==> src/rtl/core/pmt_pkg.sv <==
// Shared types and constants for the pending request match table.
package pmt_pkg;

	// Operation codes carried in the kind field
	localparam logic [2:0] KIND_TICK       = 3'd0;
	localparam logic [2:0] KIND_ADD        = 3'd1;
	localparam logic [2:0] KIND_FIND       = 3'd2;
	localparam logic [2:0] KIND_FIND_SINCE = 3'd3;
	localparam logic [2:0] KIND_PURGE      = 3'd4;

	// Command beat
	typedef struct packed {
		logic [2:0]  kind;
		logic [15:0] service;
		logic [15:0] subtype;
		logic [31:0] request_id;
		logic [31:0] since_time;
		logic [31:0] age_limit;
	} in_t;

	// Result beat
	typedef struct packed {
		logic        found;
		logic [15:0] match_service;
		logic [15:0] match_subtype;
		logic [31:0] match_request;
		logic [6:0]  removed_count;
		logic        table_full;
	} out_t;

	// One stored request
	typedef struct packed {
		logic [15:0] service;
		logic [15:0] subtype;
		logic [31:0] request;
		logic [31:0] stamp;
	} entry_t;

	// Controls broadcast to every cell
	typedef struct packed {
		logic add;
		logic eval_find;
		logic use_since;
		logic eval_purge;
		logic compact;
	} cell_ctl_t;

endpackage

==> src/rtl/core/pmt_cell.sv <==
// One table slot: holds an entry, matches it against the query, shifts down on compaction.
module pmt_cell (
	input  logic               clk,
	input  logic               arst_n,
	input  pmt_pkg::cell_ctl_t ctl,
	input  pmt_pkg::in_t       query,
	input  logic [31:0]        now,
	input  logic               prev_valid,
	input  pmt_pkg::entry_t    next_entry,
	input  logic               next_valid,
	input  logic               next_dead,
	input  logic               hit_below_in,
	output logic               hit_below_out,
	input  logic               dead_below_in,
	output logic               dead_below_out,
	output pmt_pkg::entry_t    entry,
	output logic               valid,
	output logic               dead,
	output logic               first
);

	pmt_pkg::entry_t entry_q;
	logic            valid_q;
	logic            dead_q;
	logic            svc_ok;
	logic            sub_ok;
	logic            req_ok;
	logic            since_ok;
	logic            hit;
	logic            stale;
	logic            take_new;
	logic            shift;
	logic [31:0]     age;

	// Query match; stored service 0 matches anything
	always_comb begin
		svc_ok   = (entry_q.service == query.service) || (entry_q.service == 16'd0);
		sub_ok   = (query.subtype == 16'd0) || (entry_q.subtype == query.subtype);
		req_ok   = (query.request_id == 32'd0) || (entry_q.request == query.request_id);
		since_ok = !ctl.use_since || (entry_q.stamp >= query.since_time);
		hit      = valid_q && svc_ok && sub_ok && req_ok && since_ok;
		first    = ctl.eval_find && hit && !hit_below_in;
		age      = now - entry_q.stamp;
		stale    = valid_q && (age >= query.age_limit);
	end

	assign hit_below_out  = hit_below_in | hit;
	assign dead_below_out = dead_below_in | dead_q;
	// shift down once a removed slot sits at or below this one
	assign shift          = ctl.compact && (dead_below_in || dead_q);
	// first empty slot takes a new entry
	assign take_new       = ctl.add && !valid_q && prev_valid;

	// Slot control bits
	always_ff @(posedge clk or negedge arst_n) begin
		if (!arst_n) begin
			valid_q <= 1'b0;
			dead_q  <= 1'b0;
		end else if (shift) begin
			valid_q <= next_valid;
			dead_q  <= next_dead;
		end else if (take_new) begin
			valid_q <= 1'b1;
		end else if (ctl.eval_find) begin
			dead_q <= first;
		end else if (ctl.eval_purge) begin
			dead_q <= stale;
		end
	end

	// Slot payload
	always_ff @(posedge clk) begin
		if (shift) begin
			entry_q <= next_entry;
		end else if (take_new) begin
			entry_q.service <= query.service;
			entry_q.subtype <= query.subtype;
			entry_q.request <= query.request_id;
			entry_q.stamp   <= now;
		end
	end

	assign entry = entry_q;
	assign valid = valid_q;
	assign dead  = dead_q;

endmodule

==> config.mk <==
export PLATFORM = sky130hd
export DESIGN_NAME = pmt_cell
export DESIGN_NICKNAME = d
export VERILOG_FILES = /design/src/rtl/core/pmt_pkg.sv /design/src/rtl/core/pmt_cell.sv
export SDC_FILE = /design/constraint.sdc
export NUM_CORES = 1
export LEC_CHECK = 0
export ABC_AREA = 1
export BUFFER_PORTS_ARGS = -buffer_cell sky130_fd_sc_hd__buf_2
export CORE_MARGIN = 5
export CORE_UTILIZATION = 42
export DETAILED_ROUTE_END_ITERATION = 8
export GPL_ROUTABILITY_DRIVEN = 0
export HOLD_SLACK_MARGIN = 0.12
export PLACE_DENSITY = 0.71
export SLEW_MARGIN = 10
export SYNTH_ARGS = -nofsm -noshare
export SYNTH_HDL_FRONTEND = slang
export SYNTH_SLANG_ARGS = --single-unit
export TNS_END_PERCENT = 30
==> constraint.sdc <==
create_clock -name clk -period 7.3 [get_ports clk]
set_input_delay 1.46 -clock clk [delete_from_list [all_inputs] [get_ports clk]]
set_output_delay 1.46 -clock clk [all_outputs]
set_load 0.1 [all_outputs]
After elaboration in Yosys (flattened, before gate mapping)
Cells that the tools add are included.
W data, S select, Z words.
{"block": "classes", "add_sub_neg": 1, "muxes": 8, "reduce_logical": 24, "bitwise_logic": 2, "magnitude_cmp": 2, "n_eq_ne": 4}
{"cell": "$mux W96", "count": 2}
{"cell": "$ge A32 B32 Y1", "count": 2}
{"cell": "$eq A16 B16 Y1", "count": 2}
{"cell": "$eq A32 B32 Y1", "count": 1}
{"cell": "$logic_not A16 Y1", "count": 2}
{"cell": "$logic_not A32 Y1", "count": 1}
{"cell": "$sub A32 B32 Y32", "count": 1}
{"cell": "$logic_and A1 B1 Y1", "count": 10}
{"cell": "$mux W1", "count": 6}
{"cell": "$logic_or A1 B1 Y1", "count": 5}
{"cell": "$logic_not A1 Y1", "count": 3}
{"cell": "$reduce_bool A3 Y1", "count": 1}
{"cell": "$ne A2 B1 Y1 const B", "count": 1}
{"cell": "$or A1 B1 Y1", "count": 2}
{"cell": "$reduce_and A2 Y1", "count": 1}
{"cell": "$reduce_bool A2 Y1", "count": 1}
{"block": "word_totals", "elab_cells": 47, "reg_bits": 98, "in_bits": 271, "out_inout_bits": 101}

Logic depth before layout (Yosys ltp)
{"block": "logic_depth", "depth_word": 11, "ltp_mapped": 26, "depth_no_buf": 26}

Worst setup path before layout
No wires, ideal clock.
{"block": "synth_path", "path_type": "input -> register", "startpoint": "in dead_below_in", "endpoint": "reg valid_q (netlist: valid)", "t_arrival_ns": 4.897, "setup_slack_ns": 2.256, "n_path_buf": 0, "setup_time_ns": 0.147, "stages": 5, "path_cell_list": "or2_1 > nand2_2 > nand2_1 > o21ai_0 > o21ai_0"}
{"block": "synth_between", "elab_chain_cells": 3, "word_cells_on_any_way": 4, "cone_classes": "1 x mux; 3 x reduce/logical"}
{"element": "start, declared", "line_no": "pmt_cell.sv:14", "text": "input logic dead_below_in,"}
{"element": "$logic_or A1 B1 Y1 *", "line_no": "pmt_cell.sv:50", "text": "assign shift = ctl.compact && (dead_below_in || dead_q);"}
{"element": "$logic_and A1 B1 Y1 *", "line_no": "pmt_cell.sv:50"}
{"element": "$mux W1 or $reduce_bool A2 Y1 (tied branches)"}
{"element": "end signal, assigned", "line_no": "pmt_cell.sv:60", "text": "valid_q <= next_valid;"}
{"element": "end, declared", "line_no": "pmt_cell.sv:23", "text": "logic valid_q;"}
Every way passes the cells marked *; elsewhere a longest branch is shown, timed or not.
A chain may end at the register's enable or synchronous reset.

Worst setup path after layout
{"block": "layout_path", "startpoint": "in query[33] (netlist name)", "endpoint": "out first"}
{"block": "layout_between", "elab_chain_cells": 5}
{"element": "start, declared", "line_no": "pmt_cell.sv:6", "text": "input pmt_pkg::in_t query,"}
{"element": "$ge A32 B32 Y1", "line_no": "pmt_cell.sv:40", "text": "since_ok = !ctl.use_since || (entry_q.stamp >= query.since_time);"}
{"element": "$logic_or A1 B1 Y1", "line_no": "pmt_cell.sv:40"}
{"element": "$logic_and A1 B1 Y1", "line_no": "pmt_cell.sv:41", "text": "hit = valid_q && svc_ok && sub_ok && req_ok && since_ok;"}
{"element": "$logic_and A1 B1 Y1 (2 in a row)", "line_no": "pmt_cell.sv:42", "text": "first = ctl.eval_find && hit && !hit_below_in;"}
{"element": "end, declared", "line_no": "pmt_cell.sv:19", "text": "output logic first"}
Every way passes these cells.

==> results by stage <==
Timing:
- Once routing completed, OpenROAD measured the worst setup slack at around 2.4 ns.
- The count of final hold-check violations is 0.
- The fmax is 0.204 GHz.
- Setup repair after global routing left no endpoint under its margin.
- The period utilization is 67.1%.
- The final setup TNS is 0 ns.
- The final clock skew is approximately 0.0093 ns.
- Setup violations remaining at the end of the flow were counted as 0.
- The headroom to the max-slew limit is a little under a third.
- Counting I/O delays and the setup requirement, the final critical path takes 4.89 ns.
- The number of pins exceeding their max-slew limit in the final report is 0.
- At the pin with the least slew margin, the transition time is 1.05 ns.

Power:
- The analysis attributes to cell leakage a power of 6.58 nW.
- In this run the power density over the cells is ~250 nW/um^2.
- The completed layout was analyzed and its total power is 2.93 mW.
- The worst vdd rail ir drop is 0.141 mV.

Floorplanning:
- The top-level I/O count is 372.
- Row generation in the floorplan step produced 54 rows.
- The horizontal die dimension is 158 um.
- The die is 158 um tall.
- The die covers 24900 sq um.
- Once the floorplan was initialized, standard cells occupied 42.3% of the core.
- The placeable core region is 21700 sq um.

Critical path:
- The longest individual stage delay on the worst path is 0.43 ns.
- STA classifies the critical path endpoint as a primary output.
- Traced cell by cell, the critical path runs through buf_2 > inv_1 > ha_1 > inv_1 > o21bai_1 > nand2_1 > nand2_1 > nand2_1 > nand3_1 > nand2_1 > nand2_1 > nand2_1 > nand2_1 > nand3_1 > inv_1 > buf_2.
- The critical path data required time is between 5 and 6 ns.
- The arrival time of data at the critical path endpoint is 3.43 ns.
- The most numerous cell type found on the critical path is sky130_fd_sc_hd__nand2_1.
- Of all nets on the critical path, the largest fanout is 2.
- The critical path in this run is classified as input pin to primary output.
- In this run the register-to-register setup slack is 3.95 ns.
- The slowest stage of the critical path is the sky130_fd_sc_hd__buf_2 cell.
- STA classifies the critical path startpoint as an input pin.

CTS:
- The cts-stage hold buffer count is 0.
- The number of clock sinks is 98.
- The number of gates resized after cts is 0.
- TritonCTS built the clock tree.
- The clock latency on the worst-skew pair is roughly 0.36 ns.
- The CTS clock-pin slew for the worst setup and hold paths is 0.08 ns.
- The number of buffers added for setup after CTS is 0.
- The CTS H-tree depth is 3.
- The clock tree root buffer cell is sky130_fd_sc_hd__clkbuf_16.
- The buffer levels on the longest clock path is 2.
- Clock tree synthesis inserted a total of 9 buffers.

GRT:
- The number of global-route vias before repair is 9256.
- After global routing the overflow that remains totals 0.
- The total routing usage reported by global routing is 22.8%.
- The pin count of the biggest net entering global routing is 93.
- The number of antenna violations at the first check in global routing was 4.
- The first global-routing pass estimated ~45000 um of wire.

Hold path:
- The type of the most critical hold path is flip-flop to flip-flop.

Placement:
- The number of buffers inserted by port buffering is 368.
- The pre-CTS setup slack is 2.43 ns.
- In this run, placement finished with an instance count of 1970.
- The half-perimeter wire length of the detailed placement result is roughly 25000 um.

Synth:
- Counting distinct cell types in the post-synthesis netlist gives 42.
- Counting flops with a built-in enable in the synthesized netlist gives 96.
- The most common flop cell mapped by yosys is sky130_fd_sc_hd__edfxtp_1.
- The average footprint of a synthesized cell is 6.85 sq um.
- The netlist area before placement is roughly 9000 sq um.
- The net count of the mapped netlist is 1707.
- Synthesis produced 1340 cells.
- The share of async-settable or async-resettable flops after synthesis is 2.04%.
- The share of the Yosys chip area taken by registers is 32.0%.
- For this run, the number of Yosys warnings is 0.
- Counting flops and latches in the post-synthesis netlist gives between 90 and 100.

Route:
- The detailed router used layers up to and including met5.
- The total length of routed met2 wires is between 10000 and 15000 um.
- The final antenna-violating net count is 0.
- The total iterations of the first detailed-routing run is 5.
- The final wirelength is 29900 um.
- In this run, the number of DRC markers left after iteration 0 of detailed routing was 656.
- After detailed routing, the number of remaining DRC violations is 0.
- The detailed router put a total of 12200 um of wire on met1.
- The routed length per placed instance is 15.0 um.
- The sum of met3 wire segment lengths after detailed routing is 2430 um.
- The via total after detailed routing is 9681.
- The number of vias per cell after detailed routing is between 4 and 5.

Layout:
- The finished layout holds about 2000 standard cells, fillers aside.
- The growth of design area from synthesis to finish is 26.9%.
- Of the cells placed in the final design, the portion with a size suffix greater than 1 is 25.1%.
- The number of nets at the end of the flow is 2068.

Run status:
- The flow ran to the end, and the final reports show no timing, DRC or antenna violations.

Flow run:
- Max-cap violations in this run came to 0.
## flip-flops by register name (all words and copies together), names as in the netlist
signal and flops:
entry 96, dead 1, valid 1
## stage by stage
step | hold slack, ns | util (%) | cell area (sq um)
after CTS | 0.613 | 53.7 | 11600
after global routing | 0.671 | 53.7 | 11600
final | 0.595 | 53.7 | 11600
after floorplan | 0.985 | - | 9180
after global placement | 0.570 | 52.2 | 11300
after detailed placement | 0.591 | 52.2 | 11300
## path summary, 6_finish.rpt
check | startpoint | depth (start not counted) | endpoint
max | query[33] | 16 | first
min | dead$_DFFE_PN0P_ | 2 | dead$_DFFE_PN0P_
max reg2reg | entry[0]$_DFFE_PP_ | 23 | dead$_DFFE_PN0P_
min reg2reg | dead$_DFFE_PN0P_ | 2 | dead$_DFFE_PN0P_
max in group asynchronous | arst_n | 1 | dead$_DFFE_PN0P_
min in group asynchronous | arst_n | 1 | valid$_DFFE_PN0P_
## cells in the final DEF, fill, tap and decap left out, types with 9 or more instances in the layout
cell and count:
sky130_fd_sc_hd__a21oi_1 56, sky130_fd_sc_hd__a21oi_2 10, sky130_fd_sc_hd__buf_2 368, sky130_fd_sc_hd__clkbuf_16 9
sky130_fd_sc_hd__edfxtp_1 96, sky130_fd_sc_hd__ha_1 95, sky130_fd_sc_hd__inv_1 248, sky130_fd_sc_hd__nand2_1 482
sky130_fd_sc_hd__nand2_2 10, sky130_fd_sc_hd__nand3_1 24, sky130_fd_sc_hd__nand4_1 17, sky130_fd_sc_hd__nor2_1 104
sky130_fd_sc_hd__nor4_1 9, sky130_fd_sc_hd__o21ai_0 76, sky130_fd_sc_hd__xnor2_1 9, sky130_fd_sc_hd__xor2_1 27
## power breakdown
group	switching (mW)	leakage [nW]	internal, mW
clock network	0.266	0.153	0.277
registers	0.0715	0.958	0.739
logic	1.18	5.47	0.399
## cell families after synthesis
group           Yosys count  synth area share, %
simple gates            663                 29.4
buf+inv                 275                 11.3
flops                    98                 32.0
xor+xnor                 36                 3.44
compound gates          172                 10.8
fa+ha+maj                96                 13.2
## worst max-delay path, delay by kind of cell
| family | cells | cell delay, ns |
|---|---|---|
| simple gates | 9 | 0.88 |
| buf+inv | 5 | 0.65 |
| fa+ha+maj | 1 | 0.28 |
| compound gates | 1 | 0.14 |
## Yosys cell counts (2+ instances only)
master / number / area, sq um
sky130_fd_sc_hd__xor2_1: 27 / 236
sky130_fd_sc_hd__a21oi_2: 10 / 87.6
sky130_fd_sc_hd__xnor2_1: 9 / 78.8
sky130_fd_sc_hd__nand2_2: 10 / 62.6
sky130_fd_sc_hd__o21bai_1: 5 / 37.5
sky130_fd_sc_hd__nand2_1: 483 / 1810
sky130_fd_sc_hd__o21a_1: 2 / 15.0
sky130_fd_sc_hd__dfrtp_1: 2 / 50.1
sky130_fd_sc_hd__o211ai_1: 2 / 15.0
sky130_fd_sc_hd__o221a_2: 2 / 22.5
sky130_fd_sc_hd__nand3_1: 24 / 120
sky130_fd_sc_hd__o21ai_0: 76 / 380
sky130_fd_sc_hd__buf_2: 5 / 25.0
sky130_fd_sc_hd__nor4_1: 9 / 56.3
sky130_fd_sc_hd__ha_1: 95 / 1190
sky130_fd_sc_hd__nor4_4: 2 / 42.5
sky130_fd_sc_hd__nor3_1: 4 / 20.0
sky130_fd_sc_hd__nor2_1: 104 / 390
sky130_fd_sc_hd__nand4_1: 17 / 106
sky130_fd_sc_hd__nand3_2: 3 / 30.0
sky130_fd_sc_hd__inv_2: 4 / 15.0
sky130_fd_sc_hd__a31oi_1: 3 / 18.8
sky130_fd_sc_hd__clkbuf_1: 16 / 60.1
sky130_fd_sc_hd__a21o_1: 7 / 52.6
sky130_fd_sc_hd__o21ai_1: 4 / 20.0
sky130_fd_sc_hd__inv_1: 249 / 935
sky130_fd_sc_hd__a21oi_1: 56 / 280
sky130_fd_sc_hd__edfxtp_1: 96 / 2880
## metal layers
| layer | up-vias | track usage (%) |
|---|---|---|
| met4 | 2 | 7.41 |
| met2 | 374 | 39.0 |
| li1 | 4960 | - |
| met3 | 54 | 5.03 |
| met5 | - | 0 |
| met1 | 4291 | 28.6 |
## area by class of cell
cell class | count | area (sq um)
timing repair buffer | 371 | 1860
tap | 280 | 350
inverter | 254 | 956
sequential | 98 | 2930
clock inverter | 7 | 93.8
fill | 2166 | 10000
clock buffer | 9 | 225
multi-input combinational | 967 | 5220
antenna | 4 | 10.0
(Power assumes the default switching activity.)
